<file path="config.mk">
export PLATFORM = sky130hd
export DESIGN_NAME = conv2d_3x3_bias_relu
export DESIGN_NICKNAME = d
export VERILOG_FILES = /design/src/rtl/core/c2d_pkg.sv /design/src/rtl/core/conv2d_3x3_bias_relu.sv /design/src/rtl/core/c2d_line_buf.sv /design/src/rtl/core/c2d_cell.sv /design/src/rtl/core/c2d_acc.sv
export SDC_FILE = /design/constraint.sdc
export NUM_CORES = 2
export LEC_CHECK = 0
export BUFFER_PORTS_ARGS = -buffer_cell sky130_fd_sc_hd__buf_2
export CORE_UTILIZATION = 52
export DETAILED_ROUTE_END_ITERATION = 6
export PLACE_DENSITY = 0.8
export SLEW_MARGIN = 20
export SYNTH_ARGS = -nofsm -noshare
export SYNTH_HDL_FRONTEND = slang
export SYNTH_SLANG_ARGS = --single-unit
</file>
<file path="constraint.sdc">
create_clock -name clk -period 11.9 [get_ports clk]
set_input_delay 0.595 -clock clk [delete_from_list [all_inputs] [get_ports clk]]
set_output_delay 0.595 -clock clk [all_outputs]
set_load 0.02 [all_outputs]
</file>
<file path="src/rtl/core/c2d_pkg.sv">
// ----------------------------------------------------------------------------
// c2d_pkg: shared types and constants for the 3x3 convolution block
// widths of the pixel, weight and sum datapath, register indexes, cell control
// ----------------------------------------------------------------------------
package c2d_pkg;

  localparam int MAX_WIDTH_DEF = 32;
  localparam int KSIZE         = 3;
  localparam int MIN_DIM       = 3;

  localparam int PIX_W  = 8;
  localparam int WGT_W  = 16;
  localparam int PROD_W = 24;   // u8 * s16 fits exactly
  localparam int COL_W  = 26;   // sum of three products
  localparam int SUM_W  = 33;   // nine products plus 32-bit bias
  localparam int ACT_W  = 31;

  localparam int CFG_W  = 48;
  localparam int IDX_W  = 3;
  localparam int BIAS_W = 32;
  localparam int IW_W   = 6;
  localparam int IH_W   = 10;

  typedef logic [PIX_W-1:0] pix_t;
  typedef pix_t [KSIZE-1:0] pix_col_t;
  typedef logic [WGT_W-1:0] wgt_t;
  typedef wgt_t [KSIZE-1:0] wgt_col_t;

  typedef enum logic [IDX_W-1:0] {
    REG_WEIGHTS_TOP = 3'd0,
    REG_WEIGHTS_MID = 3'd1,
    REG_WEIGHTS_BOT = 3'd2,
    REG_BIAS        = 3'd3,
    REG_WIDTH       = 3'd4,
    REG_HEIGHT      = 3'd5
  } reg_idx_t;

  typedef struct packed {
    logic en;      // pipeline advance
    logic shift;   // a new window column enters
  } cell_ctrl_t;

endpackage

</file>
<file path="src/rtl/core/conv2d_3x3_bias_relu.sv">
// ----------------------------------------------------------------------------
// conv2d_3x3_bias_relu: streaming 3x3 convolution with bias and relu
// line store, chain of window column cells, sum stage and output register
// ----------------------------------------------------------------------------
// Pixels enter in raster order, one per cycle, and each pixel at row and
// column of at least 2 gives one activation; other pixels give none. The
// pipeline runs at one pixel per clock and only stops when a result reaches
// the sum stage while the output register still holds one that has not been
// taken, so intake continues while a result waits. The two previous rows
// live in one memory of MAX_WIDTH words (older and newer pixel per column),
// read and rewritten once per pixel; it is not cleared after reset and needs
// no clearing pass. Configuration writes are always taken and must only be
// made while the block is idle.
// ----------------------------------------------------------------------------
module conv2d_3x3_bias_relu #(
  parameter int MAX_WIDTH = c2d_pkg::MAX_WIDTH_DEF
) (
  input  logic                          clk,
  input  logic                          rst,
  // pixel input
  input  logic                          in_valid,
  output logic                          in_ready,
  input  logic [c2d_pkg::PIX_W-1:0]     pixel,
  // result output
  output logic                          out_valid,
  input  logic                          out_ready,
  output logic [c2d_pkg::ACT_W-1:0]     activation,
  output logic                          last_of_frame,
  // register writes
  input  logic                          cfg_valid,
  output logic                          cfg_ready,
  input  logic [c2d_pkg::IDX_W-1:0]     cfg_index,
  input  logic [c2d_pkg::CFG_W-1:0]     cfg_data
);

  localparam int K   = c2d_pkg::KSIZE;
  localparam int NW  = c2d_pkg::PIX_W;
  localparam int XW  = c2d_pkg::WGT_W;
  localparam int CW  = $clog2(MAX_WIDTH);        // column counter / address
  localparam int EW  = $clog2(MAX_WIDTH + 1);    // effective width value
  localparam int HW  = c2d_pkg::IH_W;

  // configuration registers
  logic [c2d_pkg::CFG_W-1:0]  w_top;
  logic [c2d_pkg::CFG_W-1:0]  w_mid;
  logic [c2d_pkg::CFG_W-1:0]  w_bot;
  logic [c2d_pkg::BIAS_W-1:0] bias;
  logic [c2d_pkg::IW_W-1:0]   img_w;
  logic [HW-1:0]              img_h;

  assign cfg_ready = 1'b1;

  always_ff @(posedge clk) begin
    if (rst) begin
      w_top <= '0;
      w_mid <= '0;
      w_bot <= '0;
      bias  <= '0;
      img_w <= c2d_pkg::IW_W'(28);
      img_h <= HW'(28);
    end else if (cfg_valid) begin
      unique case (c2d_pkg::reg_idx_t'(cfg_index))
        c2d_pkg::REG_WEIGHTS_TOP: w_top <= cfg_data;
        c2d_pkg::REG_WEIGHTS_MID: w_mid <= cfg_data;
        c2d_pkg::REG_WEIGHTS_BOT: w_bot <= cfg_data;
        c2d_pkg::REG_BIAS:        bias  <= cfg_data[c2d_pkg::BIAS_W-1:0];
        c2d_pkg::REG_WIDTH:       img_w <= cfg_data[c2d_pkg::IW_W-1:0];
        c2d_pkg::REG_HEIGHT:      img_h <= cfg_data[HW-1:0];
        default: ;  // unused index, write dropped
      endcase
    end
  end

  // frame size clamped to what the block supports
  logic [EW-1:0] eff_w;
  logic [HW-1:0] eff_h;

  always_comb begin
    if (32'(img_w) < c2d_pkg::MIN_DIM) begin
      eff_w = EW'(c2d_pkg::MIN_DIM);
    end else if (32'(img_w) > MAX_WIDTH) begin
      eff_w = EW'(MAX_WIDTH);
    end else begin
      eff_w = EW'(img_w);
    end
  end

  assign eff_h = (32'(img_h) < c2d_pkg::MIN_DIM) ? HW'(c2d_pkg::MIN_DIM) : img_h;

  // pipeline control: every stage moves together with en
  logic en;
  logic accept;
  logic s1_valid, s1_res, s1_last;
  logic s2_res, s2_last, s3_res, s3_last, s4_res, s4_last, s5_res, s5_last;
  logic [NW-1:0] s1_px;
  logic [CW-1:0] s1_col;

  assign en       = !s5_res || !out_valid || out_ready;
  assign in_ready = en;
  assign accept   = in_valid && in_ready;

  // position counters
  logic [CW-1:0] col;
  logic [HW-1:0] row;
  logic          col_wrap, row_wrap, produce, frame_end;

  assign col_wrap  = (32'(col) + 32'd1) >= 32'(eff_w);
  assign row_wrap  = (32'(row) + 32'd1) >= 32'(eff_h);
  assign produce   = (32'(row) >= (K - 1)) && (32'(col) >= (K - 1));
  assign frame_end = (32'(row) == 32'(eff_h) - 32'd1) && (32'(col) == 32'(eff_w) - 32'd1);

  always_ff @(posedge clk) begin
    if (rst) begin
      col <= '0;
      row <= '0;
    end else if (accept) begin
      if (col_wrap) begin
        col <= '0;
        row <= row_wrap ? '0 : row + HW'(1);
      end else begin
        col <= col + CW'(1);
      end
    end
  end

  always_ff @(posedge clk) begin
    if (rst) begin
      s1_valid <= 1'b0;
      s1_res   <= 1'b0;
      s2_res   <= 1'b0;
      s3_res   <= 1'b0;
      s4_res   <= 1'b0;
      s5_res   <= 1'b0;
    end else if (en) begin
      s1_valid <= accept;
      s1_res   <= accept && produce;
      s2_res   <= s1_res;
      s3_res   <= s2_res;
      s4_res   <= s3_res;
      s5_res   <= s4_res;
    end
  end

  always_ff @(posedge clk) begin
    if (en) begin
      s1_px   <= pixel;
      s1_col  <= col;
      s1_last <= frame_end;
      s2_last <= s1_last;
      s3_last <= s2_last;
      s4_last <= s3_last;
      s5_last <= s4_last;
    end
  end

  // line store: read at transfer, the same column is rewritten from the s1 registers
  logic [2*NW-1:0]   line_rd;
  c2d_pkg::pix_col_t new_col;

  c2d_line_buf #(
    .DEPTH (MAX_WIDTH)
  ) u_line_buf (
    .clk   (clk),
    .en    (en),
    .raddr (col),
    .rdata (line_rd),
    .we    (en && s1_valid),
    .waddr (s1_col),
    .wdata ({line_rd[NW-1:0], s1_px})
  );

  // window column: oldest row on top, current pixel at the bottom
  assign new_col[0] = line_rd[2*NW-1:NW];
  assign new_col[1] = line_rd[NW-1:0];
  assign new_col[2] = s1_px;

  // chain of column cells, cell 0 holds the oldest column
  c2d_pkg::cell_ctrl_t              cell_ctrl;
  c2d_pkg::pix_col_t                win_in  [K];
  c2d_pkg::pix_col_t                win_col [K];
  c2d_pkg::wgt_col_t                cell_w  [K];
  logic signed [c2d_pkg::COL_W-1:0] col_sum [K];

  assign cell_ctrl.en    = en;
  assign cell_ctrl.shift = en && s1_valid;

  for (genvar c = 0; c < K; c++) begin : g_cell
    if (c == K - 1) begin : g_head
      assign win_in[c] = new_col;
    end else begin : g_link
      assign win_in[c] = win_col[c+1];
    end

    assign cell_w[c][0] = w_top[XW*c +: XW];
    assign cell_w[c][1] = w_mid[XW*c +: XW];
    assign cell_w[c][2] = w_bot[XW*c +: XW];

    c2d_cell u_cell (
      .clk     (clk),
      .rst     (rst),
      .ctrl    (cell_ctrl),
      .col_in  (win_in[c]),
      .weights (cell_w[c]),
      .col_out (win_col[c]),
      .col_sum (col_sum[c])
    );
  end

  // sum, bias and clamp
  logic [c2d_pkg::ACT_W-1:0] acc_act;

  c2d_acc u_acc (
    .clk        (clk),
    .en         (en),
    .col_sum    (col_sum),
    .bias       (bias),
    .activation (acc_act)
  );

  // output register
  always_ff @(posedge clk) begin
    if (rst) begin
      out_valid <= 1'b0;
    end else begin
      if (out_valid && out_ready) begin
        out_valid <= 1'b0;
      end
      if (en && s5_res) begin
        out_valid <= 1'b1;
      end
    end
  end

  always_ff @(posedge clk) begin
    if (en && s5_res) begin
      activation    <= acc_act;
      last_of_frame <= s5_last;
    end
  end

endmodule

</file>
<file path="src/rtl/core/c2d_line_buf.sv">
// ----------------------------------------------------------------------------
// c2d_line_buf: two-row line store
// one word per column holds the older and newer row pixel, registered read
// ----------------------------------------------------------------------------
module c2d_line_buf #(
  parameter int DEPTH = c2d_pkg::MAX_WIDTH_DEF,
  localparam int AW   = $clog2(DEPTH),
  localparam int DW   = 2 * c2d_pkg::PIX_W
) (
  input  logic          clk,
  input  logic          en,
  input  logic [AW-1:0] raddr,
  output logic [DW-1:0] rdata,
  input  logic          we,
  input  logic [AW-1:0] waddr,
  input  logic [DW-1:0] wdata
);

  logic [DW-1:0] mem [DEPTH];

  always_ff @(posedge clk) begin
    if (we) begin
      mem[waddr] <= wdata;
    end
    if (en) begin
      rdata <= mem[raddr];
    end
  end

endmodule

</file>
<file path="src/rtl/core/c2d_cell.sv">
// ----------------------------------------------------------------------------
// c2d_cell: one window column cell
// holds three pixels, hands them to its neighbor, multiplies by its weights
// ----------------------------------------------------------------------------
module c2d_cell (
  input  logic                              clk,
  input  logic                              rst,
  input  c2d_pkg::cell_ctrl_t               ctrl,
  input  c2d_pkg::pix_col_t                 col_in,
  input  c2d_pkg::wgt_col_t                 weights,
  output c2d_pkg::pix_col_t                 col_out,
  output logic signed [c2d_pkg::COL_W-1:0]  col_sum
);

  localparam int K  = c2d_pkg::KSIZE;
  localparam int PW = c2d_pkg::PROD_W;
  localparam int CW = c2d_pkg::COL_W;
  localparam int XW = c2d_pkg::WGT_W;
  localparam int NW = c2d_pkg::PIX_W;

  c2d_pkg::pix_col_t     pix;
  logic signed [PW-1:0]  prod [K];
  logic signed [CW-1:0]  col_sum_next;

  always_ff @(posedge clk) begin
    if (rst) begin
      pix <= '0;
    end else if (ctrl.shift) begin
      pix <= col_in;
    end
  end

  // products of the current window column
  always_ff @(posedge clk) begin
    if (ctrl.en) begin
      for (int r = 0; r < K; r++) begin
        prod[r] <= $signed({{(PW-NW){1'b0}}, pix[r]})
                 * $signed({{(PW-XW){weights[r][XW-1]}}, weights[r]});
      end
      col_sum <= col_sum_next;
    end
  end

  always_comb begin
    col_sum_next = '0;
    for (int r = 0; r < K; r++) begin
      col_sum_next = col_sum_next + $signed({{(CW-PW){prod[r][PW-1]}}, prod[r]});
    end
  end

  assign col_out = pix;

endmodule

</file>
<file path="src/rtl/core/c2d_acc.sv">
// ----------------------------------------------------------------------------
// c2d_acc: final sum, bias, relu and saturation
// adds the column sums and the bias into a register, clamps the result
// ----------------------------------------------------------------------------
module c2d_acc (
  input  logic                               clk,
  input  logic                               en,
  input  logic signed [c2d_pkg::COL_W-1:0]   col_sum [c2d_pkg::KSIZE],
  input  logic        [c2d_pkg::BIAS_W-1:0]  bias,
  output logic        [c2d_pkg::ACT_W-1:0]   activation
);

  localparam int K  = c2d_pkg::KSIZE;
  localparam int CW = c2d_pkg::COL_W;
  localparam int SW = c2d_pkg::SUM_W;
  localparam int BW = c2d_pkg::BIAS_W;
  localparam int AW = c2d_pkg::ACT_W;

  logic signed [SW-1:0] total;
  logic signed [SW-1:0] total_next;

  always_comb begin
    total_next = $signed({{(SW-BW){bias[BW-1]}}, bias});
    for (int c = 0; c < K; c++) begin
      total_next = total_next + $signed({{(SW-CW){col_sum[c][CW-1]}}, col_sum[c]});
    end
  end

  always_ff @(posedge clk) begin
    if (en) begin
      total <= total_next;
    end
  end

  // negative clamps to zero, above the top of the range saturates
  always_comb begin
    if (total[SW-1]) begin
      activation = '0;
    end else if (|total[SW-2:AW]) begin
      activation = '1;
    end else begin
      activation = total[AW-1:0];
    end
  end

endmodule

</file>
==> qor.yml <==
outcome:
  outcome: "finished clean"
logic_synthesis:
  synth_seq_cells: 1191
  synth_compound_area_share_pct: 5.95
  yosysWarningCount: 0
  ys_dominant_reg_cell: "edfxtp_1"
  synth-edff-count: 905
  syn-mean-instance-area_um2: 10.8
  synth_area_um2: 90300
  synth_top_area_cell: "edfxtp_1"
  synth.most_common_cell: "inv_1"
  synth_nets: 10000
  synth_cell_types: 84
  synth_fa_ha_area_share_pct: 30.6
  synth_top_family_by_area: "adder cells"
  synth_xor_xnor_area_share_pct: 3.03
  synthTopCellsByCount: "1482 x inv_1, 1279 x nand2_1, 1039 x fa_1"
  syn_inst: 8377
  synth_top_area_share_pct: 30.1
  synthSimpleGateAreaFrac_pct: 12.1
  async_flop_share_pct: 0
  synthMuxAreaShare_pct: 4.22
  ys_seq_area_share_pct: 36.4
  synth_area_leaders: "edfxtp_1 30%, fa_1 23%, ha_1 7.6%"
floorplanning:
  rows: 152
  start_util_pct: 52.5
  die_area_um2: 175000
  ios: 99
  coreArea_um2: 172000
  chipHeight_um: 419
  die_w_um: 419
flow_run:
  max-cap-violations: 0
placed_design:
  dp_hpwl_mm: 168
  numPortBuffers: 97
  dp_cells: 10500
  finalWeightedCongestion: 0.953
  post-place-ws_ns: 6.08
  post_dp_cell_area_um2: 92900
global_route:
  grt_pass1_vias: 63400
  gr-total-overflow: 0
  track_usage_pct: 26.8
  grt_pass1_wl_mm: 358
  grt_start_max_net_pins: 77
  antenna_found_initial: 9
routing:
  wl_met1_mm: 85.1
  wl_per_cell_um: 21.3
  wl_met2_mm: 110
  drt_first_pass_iters: 7
  drt_iter0_drc: 5486
  wl_met3_mm: 17.9
  ant_nets: 0
  highest_layer: "met5"
  vias_per_cell: 5.64
  wirelength_mm: 229
  drc: 0
  dr_total_vias: 60700
timing:
  fin_crit_ns: 5.94
  finalSetupViolCount: 0
  fin_ws_ns: 5.96
  rsz0062_at_grt: "false"
  hold_violations: 0
  slew_violations: 0
  tns_ns: 0
  fin_worst_skew_ns: 0.0495
  worst_pin_slew_ns: 1.17
  period_share_pct: 50.0
  maxSlewHeadroom_pct: 21.8
  fmax_mhz: 168
setup_path:
  critPathSlowestCell: "dfxtp_1"
  crit_arrival_ns: 6.46
  critPathBufInv: 3
  crit_chain: "nand2_1 -> fa_1 -> inv_1 -> ha_1 -> ha_1 -> inv_1 -> fa_1 -> inv_1 -> ha_1 -> fa_1 -> a21o_1 -> a21oi_1 -> nor2b_1 -> o21ai_1 -> a311oi_1 -> a2111oi_0 -> o21bai_1 -> a21oi_1 -> xnor2_1"
  cp-start-kind: "register"
  r2r_slack_ns: 5.96
  cpPeakStageDelay_ns: 0.88
  cp-startpoint: "g_cell[2].u_cell.col_out[1]"
  cp_max_fo: 18
  crit_required_ns: 12.41
  crit_path_end_kind: "register"
  cp_top_family: "adder cells"
  r2r-start: "g_cell[2].u_cell.col_out[1]"
  critical_path_class: "register to register"
finish:
  drive_above_1_share_pct: 7.01
  final_nets: 9990
  fin_util_pct: 56.6
  area_growth_pct: 7.90
  fin_cells: 10800
  n_fill_cell: 13800
  finalInstanceArea_um2: 97500
worst_hold_path:
  hp-class: "primary input to register"
  hp-start: "cfg_data[42]"
power_and_ir_drop:
  power.density_nw_per_um2: 96.1
  internal_power_mw: 7.08
  seq_power_share_pct: 50.2
  leakage_nw: 44.5
  p_switching_mw: 2.29
  vdd_drop_max_uv: 133
  switching_share_pct: 24.5
  p_clk_share_pct: 43.2
  pwr-share-comb_pct: 6.6
clocking:
  postCtsHoldBufs: 8
  clk_pin_slew_worst_paths_ns: 0.07
  clock_path_buffers: 3
  clock_latency_ns: 0.80
  cts_setup_buffers: 0
  cts_buffers: 131
  cts_tree: "yes"
  cts_root_buffer: "clkbuf_16"
  cts.sinks: 1191
  cts-resized-gates: 0
  cts_htree_levels: 4
## cell type report
cell class	instances	area [um^2]	share of cell area (%)
Clock inverter	63	637	0.653
Inverter	1484	5570	5.71
Tap cell	2310	2890	2.97
Multi-Input combinational cell	5343	50600	51.9
Antenna cell	6	15.0	0.0154
Timing Repair Buffer	186	1270	1.31
Sequential cell	1191	32900	33.8
Clock buffer	176	3620	3.71
## per-layer routing
layer / vias to the layer above / global-route usage, %
met4: 4 / 17.2
met1: 30600 / 32.7
li1: 26800 / -
met2: 2639 / 44.1
met5: - / 0
met3: 654 / 4.54
## state kept, by name (all words and copies together) (netlist names), 31 cells and up
| register | flops |
|---|---|
| g_cell.u_cell.col_sum | 78 |
| bias | 32 |
| w_bot | 48 |
| u_line_buf.mem | 512 |
| w_mid | 48 |
| u_acc.total | 33 |
| activation | 31 |
| w_top | 48 |
| g_cell.u_cell.col_out | 72 |
| g_cell.u_cell.prod | 216 |
## cells by family after synthesis
| group | after synthesis |
|---|---|
| simple gates | 2385 |
| buf+inv | 1843 |
| fa+ha+maj | 1589 |
| flops | 1191 |
| compound gates | 876 |
| xor+xnor | 313 |
| mux | 179 |
| other cells | 1 |
## worst reg2reg max path, stage by stage (launching register included)
cell       delay [ns]
dfxtp_1          0.88
nand2_1          0.20
fa_1             0.55
inv_1            0.04
ha_1             0.27
ha_1             0.27
inv_1            0.05
fa_1             0.47
inv_1            0.04
ha_1             0.21
fa_1             0.45
a21o_1           0.21
a21oi_1          0.29
nor2b_1          0.13
o21ai_1          0.33
a311oi_1         0.28
a2111oi_0        0.55
o21bai_1         0.14
a21oi_1          0.19
xnor2_1          0.12
## path summary, 6_finish.rpt
check | endpoint | depth (start not counted)
max | g_cell[2].u_cell.prod[0][22] | 19
min | w_top[42] | 3
max reg2reg | g_cell[2].u_cell.prod[0][22] | 19
min reg2reg | s5_last | 0
## power groups by stage
stage,Sequential (mW),Clock [mW],Combinational [mW]
final,4.70,4.05,0.620
after global routing,4.71,4.26,0.661
after CTS,4.73,4.10,0.579
after detailed placement,4.81,0,0.571
after global placement,4.80,0,0.553
after floorplan,4.71,0,0.407
## per-stage QoR
| stage | power, mW | hold WS [ns] |
|---|---|---|
| after detailed placement | 5.38 | 0.411 |
| after global routing | 9.63 | 0.108 |
| after floorplan | 5.12 | 0.400 |
| final | 9.37 | 0.127 |
| after CTS | 9.41 | 0.0746 |
| after global placement | 5.36 | 0.409 |
## placed cells by master (no fill, tap or decap), types with 36 or more instances in the layout
cell       Yosys  routed
inv_1       1482    1482
nand2_1     1279    1275
fa_1        1039    1039
edfxtp_1     905     905
ha_1         550     550
and2_1       521     518
a21oi_1      450     450
nor2_1       288     287
dfxtp_1      286     281
xnor2_1      246     246
mux4_2       160     160
clkbuf_16      0     134
a21o_1        97      97
buf_2          0      96
buf_4          1      71
nand3_1       69      69
xor2_1        67      67
nor3_1        62      61
o21ai_0       48      48
o21bai_1      40      40
nor2b_1       37      36
(Power assumes the default switching activity.)
